[config.mk]
export PLATFORM = sky130hd
export DESIGN_NAME = discrete_distribution_sampler_core
export DESIGN_NICKNAME = d
export VERILOG_FILES = /design/src/rtl/dds_pkg.sv /design/src/rtl/discrete_distribution_sampler_core.sv
export SDC_FILE = /design/constraint.sdc
export NUM_CORES = 2
export LEC_CHECK = 0
export BUFFER_PORTS_ARGS = -buffer_cell sky130_fd_sc_hd__clkbuf_2
export CORE_MARGIN = 5
export CORE_UTILIZATION = 41
export CTS_CLUSTER_DIAMETER = 60
export DETAILED_ROUTE_END_ITERATION = 6
export SYNTH_ARGS = -nofsm -noshare
export SYNTH_HDL_FRONTEND = slang
export SYNTH_SLANG_ARGS = --single-unit
[constraint.sdc]
create_clock -name clock -period 11.35 [get_ports clock]
set_input_delay 2.27 -clock clock [delete_from_list [all_inputs] [get_ports clock]]
set_output_delay 2.27 -clock clock [all_outputs]
set_load 0.01 [all_outputs]
[src/rtl/dds_pkg.sv]
// ----------------------------------------------------------------------------
// dds_pkg
// Types and codes shared by the discrete distribution sampler.
// ----------------------------------------------------------------------------
package dds_pkg;

   localparam logic [1:0] FUNC_CLEAR  = 2'd0;
   localparam logic [1:0] FUNC_APPEND = 2'd1;
   localparam logic [1:0] FUNC_SAMPLE = 2'd2;

   localparam logic [1:0] STATUS_OK    = 2'd0;
   localparam logic [1:0] STATUS_EMPTY = 2'd1;
   localparam logic [1:0] STATUS_FULL  = 2'd2;
   localparam logic [1:0] STATUS_ORDER = 2'd3;

   localparam int unsigned DIST_W  = 24;
   localparam int unsigned PROB_W  = 17;
   localparam int unsigned FRAC_W  = 16;
   localparam int unsigned COUNT_W = 7;

   // 1.0 in unsigned Q1.16
   localparam logic [PROB_W-1:0] PROB_ONE = 17'h10000;

   typedef struct packed {
      logic [1:0]        func;
      logic [DIST_W-1:0] distance;
      logic [PROB_W-1:0] weight;
      logic [FRAC_W-1:0] uniform_sample;
   } req_type;

   typedef struct packed {
      logic [DIST_W-1:0]  sampled_distance;
      logic [1:0]         status;
      logic [COUNT_W-1:0] entry_count;
   } rsp_type;

   typedef enum logic [1:0] {
      ST_IDLE,
      ST_READ,
      ST_COMPARE,
      ST_RESPOND
   } state_type;

endpackage

[src/rtl/discrete_distribution_sampler_core.sv]
// ----------------------------------------------------------------------------
// discrete_distribution_sampler_core
// Inverse-transform sampler over a sorted cumulative probability table,
// searched by a sequenced binary search on one table read port.
// ----------------------------------------------------------------------------
//
//   channel | ports                         | moves
//   --------+-------------------------------+----------------------------------
//   req     | req_valid req_ready req_data  | clear, append or sample item
//   rsp     | rsp_valid rsp_ready rsp_data  | one result item per req item
//
// clear, append, unused codes and a sample of an empty table go from idle
// straight to respond. Otherwise a sample runs a binary search, each search
// step being one registered table read and one compare.
// req_ready is high only while idle; a stalled rsp holds the block in respond.
// reset (synchronous) empties the table at once, no clearing pass.
//
module discrete_distribution_sampler_core #(
   parameter int unsigned TABLE_DEPTH = 64
) (
   input  logic             clock,
   input  logic             reset,
   input  logic             req_valid,
   output logic             req_ready,
   input  dds_pkg::req_type req_data,
   output logic             rsp_valid,
   input  logic             rsp_ready,
   output dds_pkg::rsp_type rsp_data
);
   import dds_pkg::*;

   localparam int unsigned IDX_W = (TABLE_DEPTH > 1) ? $clog2(TABLE_DEPTH) : 1;
   localparam int unsigned CNT_W = $clog2(TABLE_DEPTH + 1);

   logic [DIST_W-1:0] entry_distance_mem   [TABLE_DEPTH];
   logic [PROB_W-1:0] entry_cumulative_mem [TABLE_DEPTH];

   state_type         state_ff, state_in;
   logic [CNT_W-1:0]  count_ff, count_in;
   logic [PROB_W-1:0] running_sum_ff, running_sum_in;
   logic [DIST_W-1:0] last_dist_ff, last_dist_in;
   logic [CNT_W-1:0]  lo_ff, lo_in;
   logic [CNT_W-1:0]  hi_ff, hi_in;
   logic [DIST_W-1:0] cand_ff, cand_in;
   logic [FRAC_W-1:0] frac_ff, frac_in;
   logic [DIST_W-1:0] res_dist_ff, res_dist_in;
   logic [1:0]        res_status_ff, res_status_in;
   logic [DIST_W-1:0] rd_dist_ff;
   logic [PROB_W-1:0] rd_cum_ff;
   logic              rsp_valid_ff, rsp_valid_in;
   rsp_type           rsp_data_ff, rsp_data_in;

   logic              req_fire;
   logic              out_free;
   logic              wr_en;
   logic [IDX_W-1:0]  wr_idx;
   logic [CNT_W:0]    lo_hi_sum;
   logic [IDX_W-1:0]  mid;
   logic [PROB_W:0]   wsum;
   logic [PROB_W-1:0] sum_sat;

   assign req_ready = (state_ff == ST_IDLE);
   assign req_fire  = req_valid && req_ready;
   assign out_free  = !rsp_valid_ff || rsp_ready;
   assign rsp_valid = rsp_valid_ff;
   assign rsp_data  = rsp_data_ff;

   assign lo_hi_sum = {1'b0, lo_ff} + {1'b0, hi_ff};
   assign mid       = lo_hi_sum[IDX_W:1];
   assign wr_idx    = count_ff[IDX_W-1:0];
   assign wsum      = {1'b0, running_sum_ff} + {1'b0, req_data.weight};
   assign sum_sat   = (wsum > {1'b0, PROB_ONE}) ? PROB_ONE : wsum[PROB_W-1:0];

   // next state
   always_comb begin
      state_in = state_ff;
      case (state_ff)
         ST_IDLE: begin
            if (req_fire) begin
               if (req_data.func == FUNC_SAMPLE && count_ff != '0) begin
                  state_in = ST_READ;
               end else begin
                  state_in = ST_RESPOND;
               end
            end
         end
         ST_READ: begin
            state_in = ST_COMPARE;
         end
         ST_COMPARE: begin
            state_in = (lo_in == hi_in) ? ST_RESPOND : ST_READ;
         end
         ST_RESPOND: begin
            if (out_free) begin
               state_in = ST_IDLE;
            end
         end
         default: begin
            state_in = ST_IDLE;
         end
      endcase
   end

   // datapath and outputs
   always_comb begin
      count_in       = count_ff;
      running_sum_in = running_sum_ff;
      last_dist_in   = last_dist_ff;
      lo_in          = lo_ff;
      hi_in          = hi_ff;
      cand_in        = cand_ff;
      frac_in        = frac_ff;
      res_dist_in    = res_dist_ff;
      res_status_in  = res_status_ff;
      rsp_valid_in   = rsp_valid_ff;
      rsp_data_in    = rsp_data_ff;
      wr_en          = 1'b0;

      if (rsp_valid_ff && rsp_ready) begin
         rsp_valid_in = 1'b0;
      end

      case (state_ff)
         ST_IDLE: begin
            if (req_fire) begin
               res_dist_in   = '0;
               res_status_in = STATUS_OK;
               frac_in       = req_data.uniform_sample;
               lo_in         = '0;
               hi_in         = count_ff;
               cand_in       = last_dist_ff;
               case (req_data.func)
                  FUNC_CLEAR: begin
                     count_in       = '0;
                     running_sum_in = '0;
                  end
                  FUNC_APPEND: begin
                     if (count_ff >= CNT_W'(TABLE_DEPTH)) begin
                        res_status_in = STATUS_FULL;
                     end else if (count_ff != '0 && req_data.distance <= last_dist_ff) begin
                        res_status_in = STATUS_ORDER;
                     end else begin
                        wr_en          = 1'b1;
                        running_sum_in = sum_sat;
                        last_dist_in   = req_data.distance;
                        count_in       = count_ff + CNT_W'(1);
                     end
                  end
                  FUNC_SAMPLE: begin
                     if (count_ff == '0) begin
                        res_status_in = STATUS_EMPTY;
                     end
                  end
                  default: begin
                  end
               endcase
            end
         end
         ST_COMPARE: begin
            if (rd_cum_ff > {1'b0, frac_ff}) begin
               hi_in   = CNT_W'(mid);
               cand_in = rd_dist_ff;
            end else begin
               lo_in = CNT_W'(mid) + CNT_W'(1);
            end
            res_dist_in = cand_in;
         end
         ST_RESPOND: begin
            if (out_free) begin
               rsp_valid_in                 = 1'b1;
               rsp_data_in.sampled_distance = res_dist_ff;
               rsp_data_in.status           = res_status_ff;
               rsp_data_in.entry_count      = COUNT_W'(count_ff);
            end
         end
         default: begin
         end
      endcase
   end

   always_ff @(posedge clock) begin
      if (wr_en) begin
         entry_distance_mem[wr_idx]   <= req_data.distance;
         entry_cumulative_mem[wr_idx] <= sum_sat;
      end
      rd_dist_ff <= entry_distance_mem[mid];
      rd_cum_ff  <= entry_cumulative_mem[mid];
   end

   always_ff @(posedge clock) begin
      if (reset) begin
         state_ff       <= ST_IDLE;
         count_ff       <= '0;
         running_sum_ff <= '0;
         rsp_valid_ff   <= 1'b0;
      end else begin
         state_ff       <= state_in;
         count_ff       <= count_in;
         running_sum_ff <= running_sum_in;
         rsp_valid_ff   <= rsp_valid_in;
      end
      last_dist_ff  <= last_dist_in;
      lo_ff         <= lo_in;
      hi_ff         <= hi_in;
      cand_ff       <= cand_in;
      frac_ff       <= frac_in;
      res_dist_ff   <= res_dist_in;
      res_status_ff <= res_status_in;
      rsp_data_ff   <= rsp_data_in;
   end

`ifndef SYNTHESIS
   a_count_bound: assert property (@(posedge clock) disable iff (reset)
      count_ff <= CNT_W'(TABLE_DEPTH))
      else $error("entry count above table depth");

   a_search_window: assert property (@(posedge clock) disable iff (reset)
      (state_ff == ST_READ || state_ff == ST_COMPARE) |->
         (lo_ff < hi_ff && hi_ff <= count_ff))
      else $error("search window out of range");

   a_busy_after_accept: assert property (@(posedge clock) disable iff (reset)
      req_fire |=> !req_ready)
      else $error("ready while an item is in progress");

   a_empty_result: assert property (@(posedge clock) disable iff (reset)
      (rsp_valid && rsp_data.status == STATUS_EMPTY) |->
         (rsp_data.sampled_distance == '0 && rsp_data.entry_count == '0))
      else $error("empty status with nonzero distance or count");
`endif

endmodule
# --- After elaboration in Yosys (flattened, before gate mapping) ---
# Memories as Yosys holds them, arrays and structs flattened. A register that Yosys moved wholly into a read port is not among the register bits.
# Index checks and enable logic that the tools add are counted.
totals:
  elab_cells: 91
  ram_bits: 2624
  mem_count: 2
  output_inout_bits: 35
  in_bits: 63
  regBits: 164
op_classes:
  bitwise: 2
  reduce_logical: 18
  n_eq_ne: 10
  magnitude_cmp: 4
  n_mux: 37
  add_sub_neg: 4
memory_table:
  columns: ["memory", "words", "word_bits", "read_ports", "rd_clocked_by_memory_dff", "write_ports", "line_no", "rtl"]
  rows:
  - ["entry_distance_mem", 64, 24, 1, 1, 1, "discrete_distribution_sampler_core.sv:35", "logic [DIST_W-1:0] entry_distance_mem [TABLE_DEPTH];"]
  - ["entry_cumulative_mem", 64, 17, 1, 1, 1, "discrete_distribution_sampler_core.sv:36", "logic [PROB_W-1:0] entry_cumulative_mem [TABLE_DEPTH];"]
op_table:
  columns: ["op", "n"]
  rows:
  - ["$pmux 24 s2", 2]
  - ["$mux 24", 3]
  - ["$mux 17", 3]
  - ["$mux 7", 6]
  - ["$pmux 7 s2", 3]
  - ["$pmux 17 s2", 1]
  - ["$le 24x24->1", 1]
  - ["$add 17x17->18", 1]
  - ["$gt 18x17->1 const B", 1]
  - ["$gt 17x16->1", 1]
  - ["$mux 2", 6]
  - ["$mux 1", 11]
  - ["$reduce_and 5->1", 2]
  - ["$pmux 2 s4", 1]
  - ["$reduce_and 2->1", 4]
  - ["$add 6x1->7 const B", 1]
  - ["$add 7x1->7 const B", 1]
  - ["$add 7x7->7", 1]
  - ["$eq 7x7->1", 1]
  - ["$ge 7x7->1 const B", 1]
  - ["$logic_not 7->1", 1]
  - ["$reduce_bool 7->1", 1]
  - ["$eq 2x2->1 const B", 3]
  - ["$ne 2x2->1 const B", 3]
  - ["9 further kinds", 16]

# --- Longest topological paths before layout ---
depth:
  ltp_word: 9
  mapped_depth: 14
  ltp_nobuf: 12

# --- Worst setup path before layout ---
# Ideal clock, no wire load.
synth_timing:
  kind: "input to register"
  start: "input port req_data[34] (netlist name)"
  end: "memory entry_cumulative_mem[28][0], enable pin"
  setup_ps: 542
  path_buffers: 1
  path_slack_ps: 3149
  t_arrival_ps: 7659
  t_required_ps: 10808
  path_stages: 10
  cell_sequence: "ha_1 nor2b_1 o21a_1 o21ai_1 a21oi_1 o31a_1 o211a_1 o21ai_2 clkbuf_1 nor4_1"
synth_between:
  elab_chain_len: 9
synth_lines:
  columns: ["item", "line_no", "rtl"]
  rows:
  - ["from (decl)", "discrete_distribution_sampler_core.sv:25", "input dds_pkg::req_type req_data,"]
  - ["$le 24x24->1", "discrete_distribution_sampler_core.sv:140", "end else if (count_ff != '0 && req_data.distance <= last_dist_ff) begin"]
  - ["$logic_and 1x1->1", "discrete_distribution_sampler_core.sv:140", null]
  - ["$mux 1", "discrete_distribution_sampler_core.sv:140", null]
  - ["$mux 1", "discrete_distribution_sampler_core.sv:138", "if (count_ff >= CNT_W'(TABLE_DEPTH)) begin"]
  - ["$mux 1", "discrete_distribution_sampler_core.sv:132", "case (req_data.func)"]
  - ["$mux 1", "discrete_distribution_sampler_core.sv:125", "if (req_fire) begin"]
  - ["$mux 1", "discrete_distribution_sampler_core.sv:123", "case (state_ff)"]
  - ["$mux 1", "discrete_distribution_sampler_core.sv:182", "if (wr_en) begin"]
  - ["$mux 1 (implied by the code)", "discrete_distribution_sampler_core.sv:184", "entry_cumulative_mem[wr_idx] <= sum_sat;"]
  - ["to (decl)", "discrete_distribution_sampler_core.sv:36", null]
# Every way passes these cells.

# --- Worst setup path in the final report ---
layout_timing:
  start: "input port req_data[34] (netlist name)"
  end: "memory entry_distance_mem[47][14], enable pin"
layout_between:
  elab_chain_len: 9
layout_lines:
  columns: ["item", "line_no", "rtl"]
  rows:
  - ["$le 24x24->1", "discrete_distribution_sampler_core.sv:140", null]
  - ["$logic_and 1x1->1", "discrete_distribution_sampler_core.sv:140", null]
  - ["$mux 1", "discrete_distribution_sampler_core.sv:140", null]
  - ["$mux 1", "discrete_distribution_sampler_core.sv:138", null]
  - ["$mux 1", "discrete_distribution_sampler_core.sv:132", null]
  - ["$mux 1", "discrete_distribution_sampler_core.sv:125", null]
  - ["$mux 1", "discrete_distribution_sampler_core.sv:123", null]
  - ["$mux 1", "discrete_distribution_sampler_core.sv:182", null]
  - ["$mux 1 (implied by the code)", "discrete_distribution_sampler_core.sv:183", "entry_distance_mem[wr_idx] <= req_data.distance;"]
  - ["to (decl)", "discrete_distribution_sampler_core.sv:35", null]
# Every way passes these cells.

==> impl_metrics.ini <==
[run_status]
outcome = complete, no violations

[synthesis]
synth-edff-count = 2747
synth_top_family_by_area = multiplexers
synth_cell_type_count = 86
syn_area_um2 = 110000
syn_avg_cell_area_um2 = 20.2
synth_area_leaders = edfxtp_1 75%, mux4_2 10%, mux2i_1 3.7%, dfxtp_1 1.5%, a21oi_1 0.89%
synth_top_cell_area_share_pct = 75.0
synth_top_flop_cell = edfxtp_1
synth.most_common_cell = edfxtp_1
yosys.area_share.adder_pct = 0.810
async_reset_ff_share_pct = 0
synth_seq_cells = 2829
syn_inst = 5443
synthXorXnorAreaFrac_pct = 0.277
yosys_warnings = 0
post-synth-top-area-cell = edfxtp_1
synthSimpleGateAreaFrac_pct = 1.87
synth-seq-area-share_pct = 76.5
synthMuxAreaShare_pct = 14.2
synth-compound-area-share_pct = 4.82
synth_common_cells = 2747 x edfxtp_1, 511 x mux4_2, 403 x mux2i_1
syn-num-nets = 5576

[hold_path]
hold_class = reg -> reg

[timing]
rsz0062_at_grt = no
worstMarginPinSlew_ps = 1270
maxSlewViolCount = 0
post-route-min-period_ps = 7520
setup_viol = 0
slew_headroom_pct = 15.3
max_freq_mhz = 133
finalHoldViolations = 0
setup_ws_ps = 3830
period_share_pct = 66.3
finalClockSkew_ps = 66.9
fin_tns_setup_ps = 0

[detailed_routing]
routed_wl_um = 307000
vias_per_cell = 5.98
drt_iter0_markers = 7007
vias = 56773
postRouteAntennaNets = 0
wl_per_cell_um = 32.3
first_pass_iters = 5
drc = 0

[global_routing]
grt_max_degree = 116
antenna_found_initial = 19
grt_pass1_vias = 56326
grt_overflow = 0
track_usage_pct = 21.8
grt_first_pass_wirelength_um = 435000

[placement]
io_buffers = 97
dp_cells = 8985
place_congestion = 0.827
post-dp-hpwl_um = 177000
dpl_worst_slack_ps = 2860

[clock_network]
cts_root_buf = clkbuf_16
clock_path_buffers = 4
cts_made_buffers = 295
path_clk_slew_ps = 60
post_cts_resized = 0
clock-sinks = 2829
cts_max_level = 5
cts_tree = yes
hold_buffers = 0
cts_setup_buffers = 0
clk_latency_ps = 940

[critical_path]
crit_chain = buf_2, buf_4, ha_1, nor2b_1, o21a_1, o21ai_1, a21oi_1, o31a_1, o211a_1, o21ai_2, buf_4, inv_2, nand4b_1, nor2_4, buf_4
cpPeakStageDelay_ps = 1220
path_class = in -> reg
crit_fanout = 66
end_kind = flip-flop
slowest_stage = nor2_4
arrival_ps = 8070
critPathRequiredTime_ps = 11900
path_common_cell = buf_4
crit_family = simple AND/OR/NAND/NOR gates
cp-start-kind = input port
path_buf_inv = 5

[die]
core_um2 = 268000
dieArea_um2 = 279000
io_pins = 98
start_util_pct = 41.1
die_w_um = 528
fp-row-count = 190
die_y_um = 528

[finish]
final_core_util_pct = 46.6
nets = 5864
final_layout_size_suffix_gt1_share_pct = 22.4
area_growth_pct = 13.5
layout.cells.non_filler = 9496
fill_cells = 22179

[power]
power.density_nw_per_um2 = 287
vdd_drop_max_mv = 0.477
finalPower_w = 0.0359
leakage_nw = 40.2

[run]
drv_cap = 0
metal layers:
layer | up-vias | GRT usage, % | share of wire, %
met5 | - | 0 | 0.0088
met4 | 4 | 5.09 | 2.4
met3 | 466 | 5.46 | 10
met2 | 2751 | 33.3 | 46
met1 | 30297 | 31.6 | 42
li1 | 23255 | - | -
area by class of cell:
class	count	area, um2	share of cell area (%)
clock buffer	365	7780	6.23
tap	3552	4440	3.56
antenna	4	10.0	0.00802
timing repair buffer	300	2120	1.70
clock inverter	141	1210	0.966
multi-input combinational	2239	24900	19.9
inverter	66	250	0.200
sequential	2829	84100	67.4
power by group:
part | total [W] | leakage [nW] | internal [W] | switching (W)
sequential | 0.0118 | 25.6 | 0.0117 | 0.0000703
clock | 0.00920 | 4.42 | 0.00529 | 0.00391
combinational | 0.0149 | 10.3 | 0.00577 | 0.00914
layout by cell type, fill, tap and decap left out, types with 71 or more instances in the layout:
cell type,count
mux4_2,511
buf_4,194
nor2_4,71
nand2_1,177
dfxtp_1,82
a21oi_1,196
clkbuf_2,96
o221ai_1,95
clkbuf_16,300
edfxtp_1,2747
mux2i_1,403
o22ai_1,135
flip-flops by register name, summed over array words and instances (netlist names), 16 cells and up:
signal / count
cand_ff: 24
entry_cumulative_mem: 1088
entry_distance_mem: 1536
frac_ff: 16
last_dist_ff: 24
rd_cum_ff: 17
rd_dist_ff: 24
res_dist_ff: 24
rsp_data: 33
running_sum_ff: 17
cell families (layout without fill, tap and decap cells):
family | after synthesis | after routing
DFF | 2829 | 2829
buffers and inverters | 375 | 872
AOI/OAI and AO/OA | 772 | 772
other | 0 | 4
and+or+nand+nor | 445 | 445
muxes | 921 | 921
xor gates and xnor gates | 31 | 31
adders and majority gates | 70 | 70
path summary, 6_finish.rpt:
kind | start | end | slack, ps | cells past startpoint
worst max register to register | count_ff[3] | entry_distance_mem[47][14] | 4590 | 12
worst min-delay path | res_dist_ff[16] | rsp_data[25] | 420 | 0
worst max-delay path | req_data[34] | entry_distance_mem[47][14] | 3830 | 15
worst min register to register | res_dist_ff[16] | rsp_data[25] | 420 | 0
metrics by stage:
stage	hold slack, ps	area, um2
global route	429	125000
finish	417	125000
CTS	419	125000
detailed placement	405	116000
floorplan	400	110000
global placement	402	116000
(Power assumes the default switching activity.)
